$ cat src/rtl/stereo_shelf_biquad_cascade_unit_assert.svh
// ----------------------------------------------------------------------------
// Assertion macros for the stereo shelf biquad cascade
// Concurrent checks clocked on clk and disabled during reset.
// ----------------------------------------------------------------------------
`ifndef STEREO_SHELF_BIQUAD_CASCADE_UNIT_ASSERT_SVH
`define STEREO_SHELF_BIQUAD_CASCADE_UNIT_ASSERT_SVH

`ifndef SYNTH

// condition holds at every edge
`define SSCB_ASSERT_ALWAYS(lbl, cond) \
    lbl: assert property (@(posedge clk) disable iff (!rst_n) (cond)) \
        else $error("sscb check failed");

// antecedent implies consequent in the same cycle
`define SSCB_ASSERT_IMPL(lbl, ante, cons) \
    lbl: assert property (@(posedge clk) disable iff (!rst_n) (ante) |-> (cons)) \
        else $error("sscb check failed");

// antecedent implies consequent in the cycle after
`define SSCB_ASSERT_NEXT(lbl, ante, cons) \
    lbl: assert property (@(posedge clk) disable iff (!rst_n) (ante) |=> (cons)) \
        else $error("sscb check failed");

`else

`define SSCB_ASSERT_ALWAYS(lbl, cond)
`define SSCB_ASSERT_IMPL(lbl, ante, cons)
`define SSCB_ASSERT_NEXT(lbl, ante, cons)

`endif

`endif

$ cat src/rtl/sscb_pkg.sv
// ----------------------------------------------------------------------------
// sscb_pkg
// Shared types and constants of the stereo shelf biquad cascade.
// ----------------------------------------------------------------------------
`default_nettype none

package sscb_pkg;

    localparam int SAMPLE_BITS_DEF = 24;
    localparam int COEFF_BITS_DEF  = 20;
    localparam int COEFF_INT_BITS  = 6;     // Q5.14: sign + 5 integer bits

    // configuration register map
    localparam int CFG_INDEX_BITS = 3;
    localparam int CFG_DATA_BITS  = 60;
    localparam int FWD_BITS       = 60;
    localparam int FB_BITS        = 40;

    localparam logic [CFG_INDEX_BITS-1:0] REG_ENABLE  = 3'd0;
    localparam logic [CFG_INDEX_BITS-1:0] REG_HS_FWD  = 3'd1;
    localparam logic [CFG_INDEX_BITS-1:0] REG_HS_FB   = 3'd2;
    localparam logic [CFG_INDEX_BITS-1:0] REG_LS_FWD  = 3'd3;
    localparam logic [CFG_INDEX_BITS-1:0] REG_LS_FB   = 3'd4;

    // state rows: one per (section, channel), {y2, y1, x2, x1}
    localparam int STATE_ROWS = 4;
    localparam int UNIT_BITS  = 2;

    // MAC tap sequence
    localparam int TAP_BITS  = 3;
    localparam int TAP_COUNT = 5;
    localparam logic [TAP_BITS-1:0] TAP_B0 = 3'd0;
    localparam logic [TAP_BITS-1:0] TAP_B1 = 3'd1;
    localparam logic [TAP_BITS-1:0] TAP_B2 = 3'd2;
    localparam logic [TAP_BITS-1:0] TAP_A1 = 3'd3;
    localparam logic [TAP_BITS-1:0] TAP_A2 = 3'd4;
    localparam logic [TAP_BITS-1:0] TAP_LAST_STEP = 3'd5;   // drain of last product

    typedef enum logic [2:0] {
        ST_IDLE,
        ST_READ,
        ST_MAC,
        ST_WRITE,
        ST_OUT
    } sscb_state_t;

    typedef struct packed {
        logic                 load_in;
        logic                 mem_rd;
        logic                 mem_wr;
        logic                 acc_init;
        logic                 mul_en;
        logic                 acc_en;
        logic [TAP_BITS-1:0]  tap;
        logic [UNIT_BITS-1:0] unit;
        logic                 load_out;
    } sscb_ctrl_t;

endpackage

`default_nettype wire

$ cat src/rtl/sscb_state_mem.sv
// ----------------------------------------------------------------------------
// sscb_state_mem
// Filter history memory, one row per section and channel, registered read.
// ----------------------------------------------------------------------------
`default_nettype none

module sscb_state_mem
    import sscb_pkg::*;
#(
    parameter int SAMPLE_BITS = SAMPLE_BITS_DEF
)
(
    input  wire logic                     clk,
    input  wire logic                     rst_n,
    input  wire sscb_ctrl_t               ctrl,
    input  wire logic [4*SAMPLE_BITS-1:0] wr_data,
    output logic      [4*SAMPLE_BITS-1:0] rd_data
);

    logic [4*SAMPLE_BITS-1:0] mem [STATE_ROWS];
    logic [4*SAMPLE_BITS-1:0] rd_data_reg;
    logic [STATE_ROWS-1:0]    valid_reg;
    logic                     rd_valid_reg;

    always_ff @(posedge clk)
    begin
        if (ctrl.mem_wr)
        begin
            mem[ctrl.unit] <= wr_data;
        end
        if (ctrl.mem_rd)
        begin
            rd_data_reg <= mem[ctrl.unit];
        end
    end

    // rows never written read as zero history
    always_ff @(posedge clk or negedge rst_n)
    begin
        if (!rst_n)
        begin
            valid_reg    <= '0;
            rd_valid_reg <= 1'b0;
        end
        else
        begin
            if (ctrl.mem_wr)
            begin
                valid_reg[ctrl.unit] <= 1'b1;
            end
            if (ctrl.mem_rd)
            begin
                rd_valid_reg <= valid_reg[ctrl.unit];
            end
        end
    end

    assign rd_data = rd_valid_reg ? rd_data_reg : '0;

endmodule

`default_nettype wire

$ cat src/rtl/sscb_mac.sv
// ----------------------------------------------------------------------------
// sscb_mac
// Shared multiply-accumulate with round-half-up and saturation.
// ----------------------------------------------------------------------------
`default_nettype none

module sscb_mac
    import sscb_pkg::*;
#(
    parameter int SAMPLE_BITS = SAMPLE_BITS_DEF,
    parameter int COEFF_BITS  = COEFF_BITS_DEF
)
(
    input  wire logic                       clk,
    input  wire sscb_ctrl_t                 ctrl,
    input  wire logic [SAMPLE_BITS-1:0]     x,
    input  wire logic [4*SAMPLE_BITS-1:0]   row,
    input  wire logic [3*COEFF_BITS-1:0]    fwd_coeffs,
    input  wire logic [2*COEFF_BITS-1:0]    fb_coeffs,
    output logic      [SAMPLE_BITS-1:0]     y
);

    localparam int FRAC_BITS = COEFF_BITS - COEFF_INT_BITS;
    localparam int PROD_BITS = COEFF_BITS + SAMPLE_BITS;
    localparam int ACC_BITS  = PROD_BITS + 3;

    localparam logic signed [ACC_BITS-1:0] ROUND_INIT =
        ACC_BITS'(64'sd1 <<< (FRAC_BITS - 1));
    localparam logic signed [ACC_BITS-1:0] SAT_HI =
        ACC_BITS'((64'sd1 <<< (SAMPLE_BITS - 1)) - 64'sd1);
    localparam logic signed [ACC_BITS-1:0] SAT_LO =
        ACC_BITS'(-(64'sd1 <<< (SAMPLE_BITS - 1)));

    logic signed [COEFF_BITS-1:0]  coef;
    logic signed [SAMPLE_BITS-1:0] opnd;
    logic                          neg;
    logic signed [PROD_BITS-1:0]   prod;
    logic signed [PROD_BITS-1:0]   prod_reg;
    logic                          neg_reg;
    logic signed [ACC_BITS-1:0]    acc_reg;
    logic signed [ACC_BITS-1:0]    prod_ext;
    logic signed [ACC_BITS-1:0]    shifted;

    always_comb
    begin
        coef = fwd_coeffs[COEFF_BITS-1:0];
        opnd = x;
        neg  = 1'b0;
        case (ctrl.tap)
            TAP_B0:
            begin
                coef = fwd_coeffs[COEFF_BITS-1:0];
                opnd = x;
            end
            TAP_B1:
            begin
                coef = fwd_coeffs[2*COEFF_BITS-1:COEFF_BITS];
                opnd = row[SAMPLE_BITS-1:0];
            end
            TAP_B2:
            begin
                coef = fwd_coeffs[3*COEFF_BITS-1:2*COEFF_BITS];
                opnd = row[2*SAMPLE_BITS-1:SAMPLE_BITS];
            end
            TAP_A1:
            begin
                coef = fb_coeffs[COEFF_BITS-1:0];
                opnd = row[3*SAMPLE_BITS-1:2*SAMPLE_BITS];
                neg  = 1'b1;
            end
            TAP_A2:
            begin
                coef = fb_coeffs[2*COEFF_BITS-1:COEFF_BITS];
                opnd = row[4*SAMPLE_BITS-1:3*SAMPLE_BITS];
                neg  = 1'b1;
            end
            default:
            begin
                coef = '0;
                opnd = '0;
                neg  = 1'b0;
            end
        endcase
    end

    assign prod     = PROD_BITS'(coef) * PROD_BITS'(opnd);
    assign prod_ext = ACC_BITS'(prod_reg);

    always_ff @(posedge clk)
    begin
        if (ctrl.mul_en)
        begin
            prod_reg <= prod;
            neg_reg  <= neg;
        end
        if (ctrl.acc_init)
        begin
            acc_reg <= ROUND_INIT;
        end
        else if (ctrl.acc_en)
        begin
            acc_reg <= neg_reg ? acc_reg - prod_ext : acc_reg + prod_ext;
        end
    end

    // floor shift, then clamp to the sample range
    assign shifted = acc_reg >>> FRAC_BITS;

    always_comb
    begin
        if (shifted > SAT_HI)
        begin
            y = SAT_HI[SAMPLE_BITS-1:0];
        end
        else if (shifted < SAT_LO)
        begin
            y = SAT_LO[SAMPLE_BITS-1:0];
        end
        else
        begin
            y = shifted[SAMPLE_BITS-1:0];
        end
    end

endmodule

`default_nettype wire

$ cat src/rtl/sscb_ctrl.sv
// ----------------------------------------------------------------------------
// sscb_ctrl
// Sequencer: read row, five MAC taps, write back for four units, or bypass.
// ----------------------------------------------------------------------------
`default_nettype none

module sscb_ctrl
    import sscb_pkg::*;
(
    input  wire logic clk,
    input  wire logic rst_n,
    input  wire logic start,
    input  wire logic enable,
    input  wire logic out_free,
    output logic       busy,
    output sscb_ctrl_t ctrl
);

    sscb_state_t          state_reg, state_next;
    logic [UNIT_BITS-1:0] unit_reg, unit_next;
    logic [TAP_BITS-1:0]  step_reg, step_next;

    always_ff @(posedge clk or negedge rst_n)
    begin
        if (!rst_n)
        begin
            state_reg <= ST_IDLE;
            unit_reg  <= '0;
            step_reg  <= '0;
        end
        else
        begin
            state_reg <= state_next;
            unit_reg  <= unit_next;
            step_reg  <= step_next;
        end
    end

    // input stall straight from state, kept apart from the start-driven strobes
    assign busy = (state_reg != ST_IDLE);

    always_comb
    begin
        state_next = state_reg;
        unit_next  = unit_reg;
        step_next  = step_reg;
        unique case (state_reg)
            ST_IDLE:
            begin
                if (start)
                begin
                    unit_next  = '0;
                    state_next = enable ? ST_READ : ST_OUT;
                end
            end
            ST_READ:
            begin
                step_next  = '0;
                state_next = ST_MAC;
            end
            ST_MAC:
            begin
                step_next = step_reg + 1'b1;
                if (step_reg == TAP_LAST_STEP)
                begin
                    state_next = ST_WRITE;
                end
            end
            ST_WRITE:
            begin
                unit_next = unit_reg + 1'b1;
                if (unit_reg == UNIT_BITS'(STATE_ROWS - 1))
                begin
                    state_next = ST_OUT;
                end
                else
                begin
                    state_next = ST_READ;
                end
            end
            ST_OUT:
            begin
                if (out_free)
                begin
                    state_next = ST_IDLE;
                end
            end
            default:
            begin
                state_next = ST_IDLE;
            end
        endcase
    end

    always_comb
    begin
        ctrl          = '0;
        ctrl.unit     = unit_reg;
        ctrl.tap      = step_reg;
        unique case (state_reg)
            ST_IDLE:
            begin
                ctrl.load_in = start;
            end
            ST_READ:
            begin
                ctrl.mem_rd   = 1'b1;
                ctrl.acc_init = 1'b1;
            end
            ST_MAC:
            begin
                ctrl.mul_en = (step_reg < TAP_LAST_STEP);
                ctrl.acc_en = (step_reg != TAP_B0);
            end
            ST_WRITE:
            begin
                ctrl.mem_wr = 1'b1;
            end
            ST_OUT:
            begin
                ctrl.load_out = out_free;
            end
            default:
            begin
                ctrl.load_out = 1'b0;
            end
        endcase
    end

endmodule

`default_nettype wire

$ cat src/rtl/stereo_shelf_biquad_cascade_unit.sv
// ----------------------------------------------------------------------------
// stereo_shelf_biquad_cascade_unit
// Stereo high-shelf then low-shelf biquad cascade, direct form I, one MAC.
// ----------------------------------------------------------------------------
// Each accepted beat carries a left and a right sample. With enable set, each
// channel runs through the high-shelf biquad and then the low-shelf biquad:
// y = b0*x + b1*x1 + b2*x2 - a1*y1 - a2*y2, coefficients signed Q5.14
// (COEFF_BITS wide), rounded half up and saturated to SAMPLE_BITS after every
// section. Both channels share a section's coefficients; history is kept per
// section and channel in a four-row state memory. A filtered beat makes four
// section/channel passes between the accept and the result load, each of one
// memory read, five products through the single shared multiplier plus a
// drain step, and one write back. With enable clear, a beat passes straight
// to the result load and the history is untouched. No new beat is accepted
// until the result is loaded. The finished result sits in an output register,
// so the next beat is accepted while it waits. Configuration writes are always
// accepted (cfg_ready is tied high) and must be issued only while the unit is
// idle; indices beyond the register map are ignored.
// ----------------------------------------------------------------------------
`default_nettype none

`include "stereo_shelf_biquad_cascade_unit_assert.svh"

module stereo_shelf_biquad_cascade_unit
    import sscb_pkg::*;
#(
    parameter int SAMPLE_BITS = SAMPLE_BITS_DEF,
    parameter int COEFF_BITS  = COEFF_BITS_DEF
)
(
    input  wire logic                      clk,
    input  wire logic                      rst_n,

    // sample channel
    input  wire logic                      sample_valid,
    output logic                           sample_stall,
    input  wire logic [SAMPLE_BITS-1:0]    left_sample,
    input  wire logic [SAMPLE_BITS-1:0]    right_sample,

    // result channel
    output logic                           result_valid,
    input  wire logic                      result_stall,
    output logic      [SAMPLE_BITS-1:0]    left_result,
    output logic      [SAMPLE_BITS-1:0]    right_result,

    // configuration write channel
    input  wire logic                      cfg_valid,
    output logic                           cfg_ready,
    input  wire logic [CFG_INDEX_BITS-1:0] cfg_index,
    input  wire logic [CFG_DATA_BITS-1:0]  cfg_data
);

    localparam int FRAC_BITS = COEFF_BITS - COEFF_INT_BITS;
    localparam logic [FWD_BITS-1:0] FWD_RESET = FWD_BITS'(64'd1 << FRAC_BITS);

    // configuration registers
    logic                enable_reg;
    logic [FWD_BITS-1:0] hs_fwd_reg;
    logic [FB_BITS-1:0]  hs_fb_reg;
    logic [FWD_BITS-1:0] ls_fwd_reg;
    logic [FB_BITS-1:0]  ls_fb_reg;

    // working samples per channel; hold the running value between sections
    logic [SAMPLE_BITS-1:0] left_reg;
    logic [SAMPLE_BITS-1:0] right_reg;

    // output stage
    logic                   result_valid_reg;
    logic [SAMPLE_BITS-1:0] left_result_reg;
    logic [SAMPLE_BITS-1:0] right_result_reg;

    sscb_ctrl_t               ctrl;
    logic                     busy;
    logic                     sample_accept;
    logic                     out_free;
    logic [SAMPLE_BITS-1:0]   cur_x;
    logic [SAMPLE_BITS-1:0]   y;
    logic [4*SAMPLE_BITS-1:0] row_rd;
    logic [4*SAMPLE_BITS-1:0] row_wr;
    logic [FWD_BITS-1:0]      sec_fwd;
    logic [FB_BITS-1:0]       sec_fb;
    logic [3*COEFF_BITS-1:0]  fwd_coeffs;
    logic [2*COEFF_BITS-1:0]  fb_coeffs;

    assign cfg_ready     = 1'b1;
    assign sample_stall  = busy;
    assign sample_accept = sample_valid && !sample_stall;
    assign out_free      = !result_valid_reg || !result_stall;

    // ---- configuration ----
    always_ff @(posedge clk or negedge rst_n)
    begin
        if (!rst_n)
        begin
            enable_reg <= 1'b1;
            hs_fwd_reg <= FWD_RESET;
            hs_fb_reg  <= '0;
            ls_fwd_reg <= FWD_RESET;
            ls_fb_reg  <= '0;
        end
        else if (cfg_valid && cfg_ready)
        begin
            unique case (cfg_index)
                REG_ENABLE: enable_reg <= cfg_data[0];
                REG_HS_FWD: hs_fwd_reg <= cfg_data[FWD_BITS-1:0];
                REG_HS_FB:  hs_fb_reg  <= cfg_data[FB_BITS-1:0];
                REG_LS_FWD: ls_fwd_reg <= cfg_data[FWD_BITS-1:0];
                REG_LS_FB:  ls_fb_reg  <= cfg_data[FB_BITS-1:0];
                default:    ;
            endcase
        end
    end

    // unit[1] picks the section, unit[0] the channel
    assign sec_fwd    = ctrl.unit[1] ? ls_fwd_reg : hs_fwd_reg;
    assign sec_fb     = ctrl.unit[1] ? ls_fb_reg  : hs_fb_reg;
    // coefficient fields past the register width read as zero
    assign fwd_coeffs = (3*COEFF_BITS)'(sec_fwd);
    assign fb_coeffs  = (2*COEFF_BITS)'(sec_fb);
    assign cur_x      = ctrl.unit[0] ? right_reg : left_reg;

    // ---- sequencer, history memory, MAC ----
    sscb_ctrl u_ctrl (
        .clk      (clk),
        .rst_n    (rst_n),
        .start    (sample_accept),
        .enable   (enable_reg),
        .out_free (out_free),
        .busy     (busy),
        .ctrl     (ctrl)
    );

    // history shift: x2 <= x1, x1 <= x, y2 <= y1, y1 <= y
    assign row_wr = {row_rd[3*SAMPLE_BITS-1:2*SAMPLE_BITS], y,
                     row_rd[SAMPLE_BITS-1:0], cur_x};

    sscb_state_mem #(
        .SAMPLE_BITS (SAMPLE_BITS)
    ) u_state_mem (
        .clk     (clk),
        .rst_n   (rst_n),
        .ctrl    (ctrl),
        .wr_data (row_wr),
        .rd_data (row_rd)
    );

    sscb_mac #(
        .SAMPLE_BITS (SAMPLE_BITS),
        .COEFF_BITS  (COEFF_BITS)
    ) u_mac (
        .clk        (clk),
        .ctrl       (ctrl),
        .x          (cur_x),
        .row        (row_rd),
        .fwd_coeffs (fwd_coeffs),
        .fb_coeffs  (fb_coeffs),
        .y          (y)
    );

    // ---- working samples ----
    always_ff @(posedge clk)
    begin
        if (ctrl.load_in)
        begin
            left_reg  <= left_sample;
            right_reg <= right_sample;
        end
        else if (ctrl.mem_wr)
        begin
            // section output feeds the next section of the same channel
            if (ctrl.unit[0])
            begin
                right_reg <= y;
            end
            else
            begin
                left_reg <= y;
            end
        end
    end

    // ---- output register ----
    always_ff @(posedge clk or negedge rst_n)
    begin
        if (!rst_n)
        begin
            result_valid_reg <= 1'b0;
        end
        else if (ctrl.load_out)
        begin
            result_valid_reg <= 1'b1;
        end
        else if (!result_stall)
        begin
            result_valid_reg <= 1'b0;
        end
    end

    always_ff @(posedge clk)
    begin
        if (ctrl.load_out)
        begin
            left_result_reg  <= left_reg;
            right_result_reg <= right_reg;
        end
    end

    assign result_valid = result_valid_reg;
    assign left_result  = left_result_reg;
    assign right_result = right_result_reg;

    // ---- checks ----
    // one beat in flight: an accepted beat keeps the input stalled next cycle
    `SSCB_ASSERT_NEXT(a_one_in_flight, sample_accept, sample_stall)
    // a waiting result is never overwritten
    `SSCB_ASSERT_IMPL(a_no_overwrite, ctrl.load_out, !result_valid_reg || !result_stall)
    // history read and write back never collide
    `SSCB_ASSERT_ALWAYS(a_mem_excl, !(ctrl.mem_rd && ctrl.mem_wr))
    // write back always follows the MAC drain step
    `SSCB_ASSERT_NEXT(a_wr_after_drain, ctrl.acc_en && !ctrl.mul_en, ctrl.mem_wr)

endmodule

`default_nettype wire

$ cat config.mk
export PLATFORM = sky130hd
export DESIGN_NAME = stereo_shelf_biquad_cascade_unit
export DESIGN_NICKNAME = d
export VERILOG_FILES = /design/src/rtl/sscb_pkg.sv /design/src/rtl/sscb_state_mem.sv /design/src/rtl/sscb_mac.sv /design/src/rtl/sscb_ctrl.sv /design/src/rtl/stereo_shelf_biquad_cascade_unit.sv
export VERILOG_INCLUDE_DIRS = /design/src /design/src/rtl
export SDC_FILE = /design/constraint.sdc
export NUM_CORES = 2
export LEC_CHECK = 0
export BUFFER_PORTS_ARGS = -buffer_cell sky130_fd_sc_hd__buf_2
export CAP_MARGIN = 5
export CORE_ASPECT_RATIO = 0.9
export CORE_UTILIZATION = 65
export DETAILED_ROUTE_END_ITERATION = 6
export MAX_ROUTING_LAYER = met4
export PLACE_DENSITY = 0.79
export RECOVER_POWER = 25
export REMOVE_ABC_BUFFERS = 1
export SLEW_MARGIN = 15
export SYNTH_ARGS = -nofsm -noshare
export SYNTH_HDL_FRONTEND = slang
export SYNTH_HIERARCHICAL = 1
export SYNTH_SLANG_ARGS = --single-unit
$ cat constraint.sdc
create_clock -name clk -period 24.3 [get_ports clk]
set_clock_uncertainty 0.1 [all_clocks]
set_input_delay 6.075 -clock clk [delete_from_list [all_inputs] [get_ports clk]]
set_output_delay 6.075 -clock clk [all_outputs]
set_load 0.005 [all_outputs]
Word level (Yosys, flattened, before mapping):

Memory sizes are Yosys's and may differ from the RTL's. A register that Yosys moved wholly into a read port is not among the register bits.
Index checks and enable logic that the tools add are counted.

* flip-flop bits (word level): 403
* bits in latches: 0
* bits in writable memories: 384
* ROM bits: 0
* input port bits: 116
* output and inout bits: 51
* word-level logic and storage cells: 112
* memories kept: 1

Memory list
* u_state_mem.mem: words 4, bits a word 96, read ports 1, clocked after memory_dff 1, write ports 1, RTL line sscb_state_mem.sv:20 `logic [4*SAMPLE_BITS-1:0] mem [STATE_ROWS];`

* $add $sub $neg: 4
* $mul: 1
* div/mod/pow operators: 0
* $lt $le $gt $ge: 5
* equality and inequality tests: 19
* shift operators: 0
* mux-type cells: 38
* bitwise operators: 1
* reductions and logical operators: 25

Operators by type and width (count)
* 24-bit 2-to-1 mux: 9
* 24-bit one-hot mux with 5 select lines: 1
* 20-bit one-hot mux with 5 select lines: 1
* 96-bit 2-to-1 mux: 1
* 60-bit 2-to-1 mux: 1
* 47-bit by 44-bit adder with 47-bit output: 1
* 47-bit 2-to-1 mux: 1
* 47-bit by 44-bit subtractor with 47-bit output: 1
* 20-bit by 24-bit multiplier with 44-bit output: 1
* 40-bit 2-to-1 mux: 1
* 33-bit by 24-bit greater-than comparator with 1-bit output (second input constant): 1
* 33-bit by 24-bit less-than comparator with 1-bit output (second input constant): 1
* 3-bit by 2-bit == test with 1-bit output (second input constant): 6
* 2-bit AND reduction: 8
* 3-bit 2-to-1 mux: 5
* 3-bit one-hot mux with 5 select lines: 1
* 3-bit == test (second input constant): 4
* 1-bit 2-to-1 mux: 11
* 3-bit by 1-bit == test with 1-bit output (second input constant): 3
* 3-bit zero test: 3
* 2-bit by 1-bit != test with 1-bit output (second input constant): 4
* 2-bit nonzero test: 4
* 3-bit one-hot mux with 2 select lines: 1
* 3-bit nonzero test: 2
* other kinds (17): 21

Longest topological paths before layout:

* word-level depth: 6
* mapped depth: 34
* mapped depth without buffers: 31

By module:

Netlist, hierarchy kept.

Modules (own cells, without submodules)
* sscb_mac: instances 1, cells an instance 3054, area each 26151.3 µm², sequential area each 2292.2 µm²
* sscb_state_mem: instances 1, cells an instance 725, area each 17614.4 µm², sequential area each 14538.9 µm²
* stereo_shelf_biquad_cascade_unit: instances 1, cells an instance 799, area each 12705.9 µm², sequential area each 7941.4 µm²
* sscb_ctrl: instances 1, cells an instance 67, area each 551.8 µm², sequential area each 200.2 µm²

Worst setup path after synthesis:

Ideal clock, no wire load.

* kind: reg-to-reg
* from: register u_ctrl.state_reg[2]
* to: register u_state_mem.valid_reg[0]
* setup time: 0.109 ns
* data arrival time: 8.569 ns
* required time: 24.091 ns
* slack: 15.522 ns
* cell stages (with the launch flop): 5
* path buffers: 1
* clock period less this slack: 8.778 ns
* path through: dfrtp_1 -> buf_4 -> nor2_1 -> nor3b_1 -> or2_2

RTL lines
* start, declared: RTL line sscb_ctrl.sv:19 `sscb_state_t state_reg, state_next;`
* start signal, assigned: RTL line sscb_ctrl.sv:33 `state_reg <= state_next;`
* end signal, assigned: RTL line sscb_state_mem.sv:42 `valid_reg <= '0;`
* end signal, assigned by index: RTL line sscb_state_mem.sv:49 `valid_reg[ctrl.unit] <= 1'b1;`
* end, declared: RTL line sscb_state_mem.sv:22 `logic [STATE_ROWS-1:0] valid_reg;`

Final worst setup path:

* from: register u_ctrl.unit_reg[0]
* to: register u_mac.prod_reg[38], data pin

* cells in the longest elaborated chain, start to end: 3

RTL lines
* start, declared: RTL line sscb_ctrl.sv:20 `logic [UNIT_BITS-1:0] unit_reg, unit_next;`
* start signal, assigned: RTL line sscb_ctrl.sv:34 `unit_reg <= unit_next;`
* 24-bit 2-to-1 mux: RTL line stereo_shelf_biquad_cascade_unit.sv:120 `assign cur_x = ctrl.unit[0] ? right_reg : left_reg;`
* net cur_x[16]: RTL line stereo_shelf_biquad_cascade_unit.sv:76 `logic [SAMPLE_BITS-1:0] cur_x;`
* 24-bit one-hot mux with 5 select lines: RTL line sscb_mac.sv:49 `case (ctrl.tap)`
* 20-bit by 24-bit multiplier with 44-bit output: RTL line sscb_mac.sv:86 `assign prod = PROD_BITS'(coef) * PROD_BITS'(opnd);`
* net u_mac.prod[38]: RTL line sscb_mac.sv:37 `logic signed [PROD_BITS-1:0] prod;`
* end signal, assigned: RTL line sscb_mac.sv:93 `prod_reg <= prod;`
* end, declared: RTL line sscb_mac.sv:38 `logic signed [PROD_BITS-1:0] prod_reg;`

The timed path passes the listed nets, and every way through them passes these cells.
A chain may end at the register's enable or synchronous reset.

==> impl_results.md <==
* Critical Path Fanout Max at 39
* Clock Tree Buf Depth at 3
* Routed vias/inst at just over 6
* Register area at between 0.02 and 0.025 mm2
* # nets final at between 5k and 6k
* IO buf count at roughly 170
* Most common cell on crit path: fa_1
* GRT overflow at 0
* First-pass GRT wire length at about 210000 um
* WHS at 0.342 ns
* Final setup fails at 0
* Failing checks: capacitance limit, slew limit
* Total clock sinks at approximately 880
* Dpl cell area at 0.0590 mm2
* Critical Path Slowest Stage Cell: clkbuf_1
* Core area at just under 0.09 mm2
* Crit Reg-Reg Startpoint: u_ctrl/unit_reg[0]
* Syn. warnings at 6
* Root Buffer: clkbuf_16
* Syn-to-layout area delta at 8.44%
* Filler Cell Count at roughly 5.8k
* Die Y-Extent at approximately 280 um
* Grt met1 use at between 40 and 50%
* Total negative slack at 0 ns
* Post-synth top flop: edfxtp_1
* Largest register FFs at ~380
* Drt drc at 0
* Die Wd at 314 um
* Hpwl dp at between 90000 and 100000 um
* Crit-path max cell delay at between 2 and 3 ns
* Seq/Total Area, Yosys at between 40 and 50%
* Maximum Capacitance Violations at 9
* Num CTS Buffers at between 80 and 90
* WL per Instance at 22.2 um
* Fin cells at around 6k
* Initial antenna violation count at 0
* Slew Viols, Final at between 300 and 400
* CP Capture Type: flip-flop
* Mapped Cells at 4645
* Fmax at between 70 and 80 MHz
* Grt peak-use layer: met2
* Hold Vio Cnt, Final at 0
* Cts repair resizes at 0
* Detail Route Antenna Nets at 0
* Initial Utilization at roughly two thirds
* DRT iter0 DRCs at between 3k and 4k
* Largest net degree at the start of global routing at 151
* Multi-input gate area at 0.0287 mm2
* Commonest non-fill, non-tap cell in the layout: inv_1
* GRT met2 Usage at roughly half
* Share of layout cells above drive strength 1 at between 15 and 20%
* Row Count at between 100 and 150
* I/O pin cnt at 167
* Post-CTS Setup Bufs at 0
* Slew HR at -146%
* Worst Setup Path Type: flip-flop to flip-flop
* Clock latency on the worst-skew pair at 0.66 ns
* Tcrit/Tclk final at between 50% and 60%
* Status: finished, violations left
* RSZ-0062 raised after global routing: no
* Netlist cell types at just under 100
* TritonRoute pass-1 iters at 5
* Post-synth EDFFs at 621
* Final RePlAce weighted congestion at 0.971
* Placed insts at just under 6k
* Flops & latches, synth at roughly 900
* Final WL at ~130000 um
* Reg clk slew, reported paths at 0.06 ns
* CTS tree: built
* Synthesized cell area at ~0.057 mm2
* DR vias at about 36k
* Cell area after layout at 0.0618 mm2
* Hold buffer count at CTS at 0
* Vias in the first global route at 37.4k
* CP Launch Type: flip-flop
* Critical Path RT at 24.61 ns
* Die area at 0.0889 mm2
* Critical Path Start: u_ctrl/unit_reg[0]
* GRT Overall Usage at between 30% and 40%
* # H-tree levels at 3
* Most frequent cells in the layout: inv_1, edfxtp_1, fa_1, nand2_1, nor2_1
* Tmin final at 13.45 ns
* Crit path DAT at between 10 and 15 ns
* Met3 Use GR at under 10%
* Hold crit path type: flip-flop to flip-flop
* Tightest Pin Transition at between 3 and 4 ns
* Average size of a mapped cell at roughly 12 um2
* Hold Startpoint: left_reg[10]
* Post-synth ARST share at 24.3%
==> worst paths after layout <==
check | cells past startpoint | slack (ns) | end
max in group asynchronous | 3 | 16.61 | hs_fb_reg[29]
hold / removal | 0 | 0.34 | left_result[10]
hold reg to reg | 0 | 0.34 | left_result[10]
setup reg to reg | 30 | 10.85 | u_mac/prod_reg[38]
setup / recovery | 30 | 10.85 | u_mac/prod_reg[38]
min in group asynchronous | 1 | 5.31 | u_ctrl/unit_reg[0]
==> stage by stage <==
step | worst slack (ns) | utilization (%)
2_1_floorplan | 11.08 | -
3_3_place_gp | 13.44 | 68.3
3_5_place_dp | 13.25 | 68.3
4_1_cts | 13.23 | 71.6
5_1_grt | 9.99 | 71.6
6_report | 10.85 | 71.6
==> critical path: cells and delay by family, from the launching register on <==
kind	cells	cell delay, ns
AOI/OAI and AO/OA	8	2.63
buffers and inverters	7	3.64
muxes	2	0.69
and+or+nand+nor	5	0.76
DFF	1	1.49
adders and majority gates	8	3.77
==> cell usage after synthesis, types with 19 or more instances <==
| master | number | area [um2] |
|---|---|---|
| mux2_4 | 60 | 901 |
| and2_1 | 132 | 826 |
| xor2_1 | 26 | 228 |
| nor2b_1 | 19 | 119 |
| mux2i_1 | 98 | 981 |
| fa_1 | 493 | 9870 |
| xnor2_1 | 97 | 850 |
| clkbuf_1 | 124 | 465 |
| o21a_1 | 24 | 180 |
| nand2_1 | 410 | 1540 |
| mux2_2 | 268 | 3020 |
| o22ai_1 | 36 | 225 |
| buf_2 | 41 | 205 |
| o21ai_0 | 53 | 265 |
| a21o_1 | 74 | 556 |
| o22a_1 | 21 | 184 |
| nor2_1 | 357 | 1340 |
| mux4_2 | 101 | 2270 |
| a211oi_1 | 24 | 180 |
| nor3_1 | 32 | 160 |
| a21oi_1 | 157 | 786 |
| inv_1 | 634 | 2380 |
| dfrtp_1 | 212 | 5310 |
| ha_1 | 166 | 2080 |
| edfxtp_1 | 621 | 18600 |
| dfxtp_1 | 47 | 941 |
| nand2b_1 | 55 | 344 |
==> metal layers <==
metal  up-vias  routed length (um)
met1     18400               54300
li1      15900                   -
met3       241               11000
met5         -                   0
met4         0                4120
met2      1557               63500
==> layout make-up <==
class | instances | share of cell area [%]
Clock inverter | 48 | 0.809
Clock buffer | 115 | 3.89
Multi-Input combinational cell | 2916 | 46.5
Tap cell | 1144 | 2.31
Inverter | 636 | 3.86
Antenna cell | 2 | 0.00809
Sequential cell | 883 | 40.4
Timing Repair Buffer | 240 | 2.23
==> cells by family after synthesis <==
kind of cell	after synthesis	share of synthesized area [%]
other	1	0.00658
adders and majority gates	659	21.0
and+or+nand+nor	1124	9.17
muxes	534	12.7
AOI/OAI and AO/OA	475	5.45
xor gates and xnor gates	123	1.89
buffers and inverters	846	6.02
DFF	883	43.8
Power is left out: the tool's default activity adds up to more than one toggle a clock period on the data nets, which glitch-free logic cannot reach.
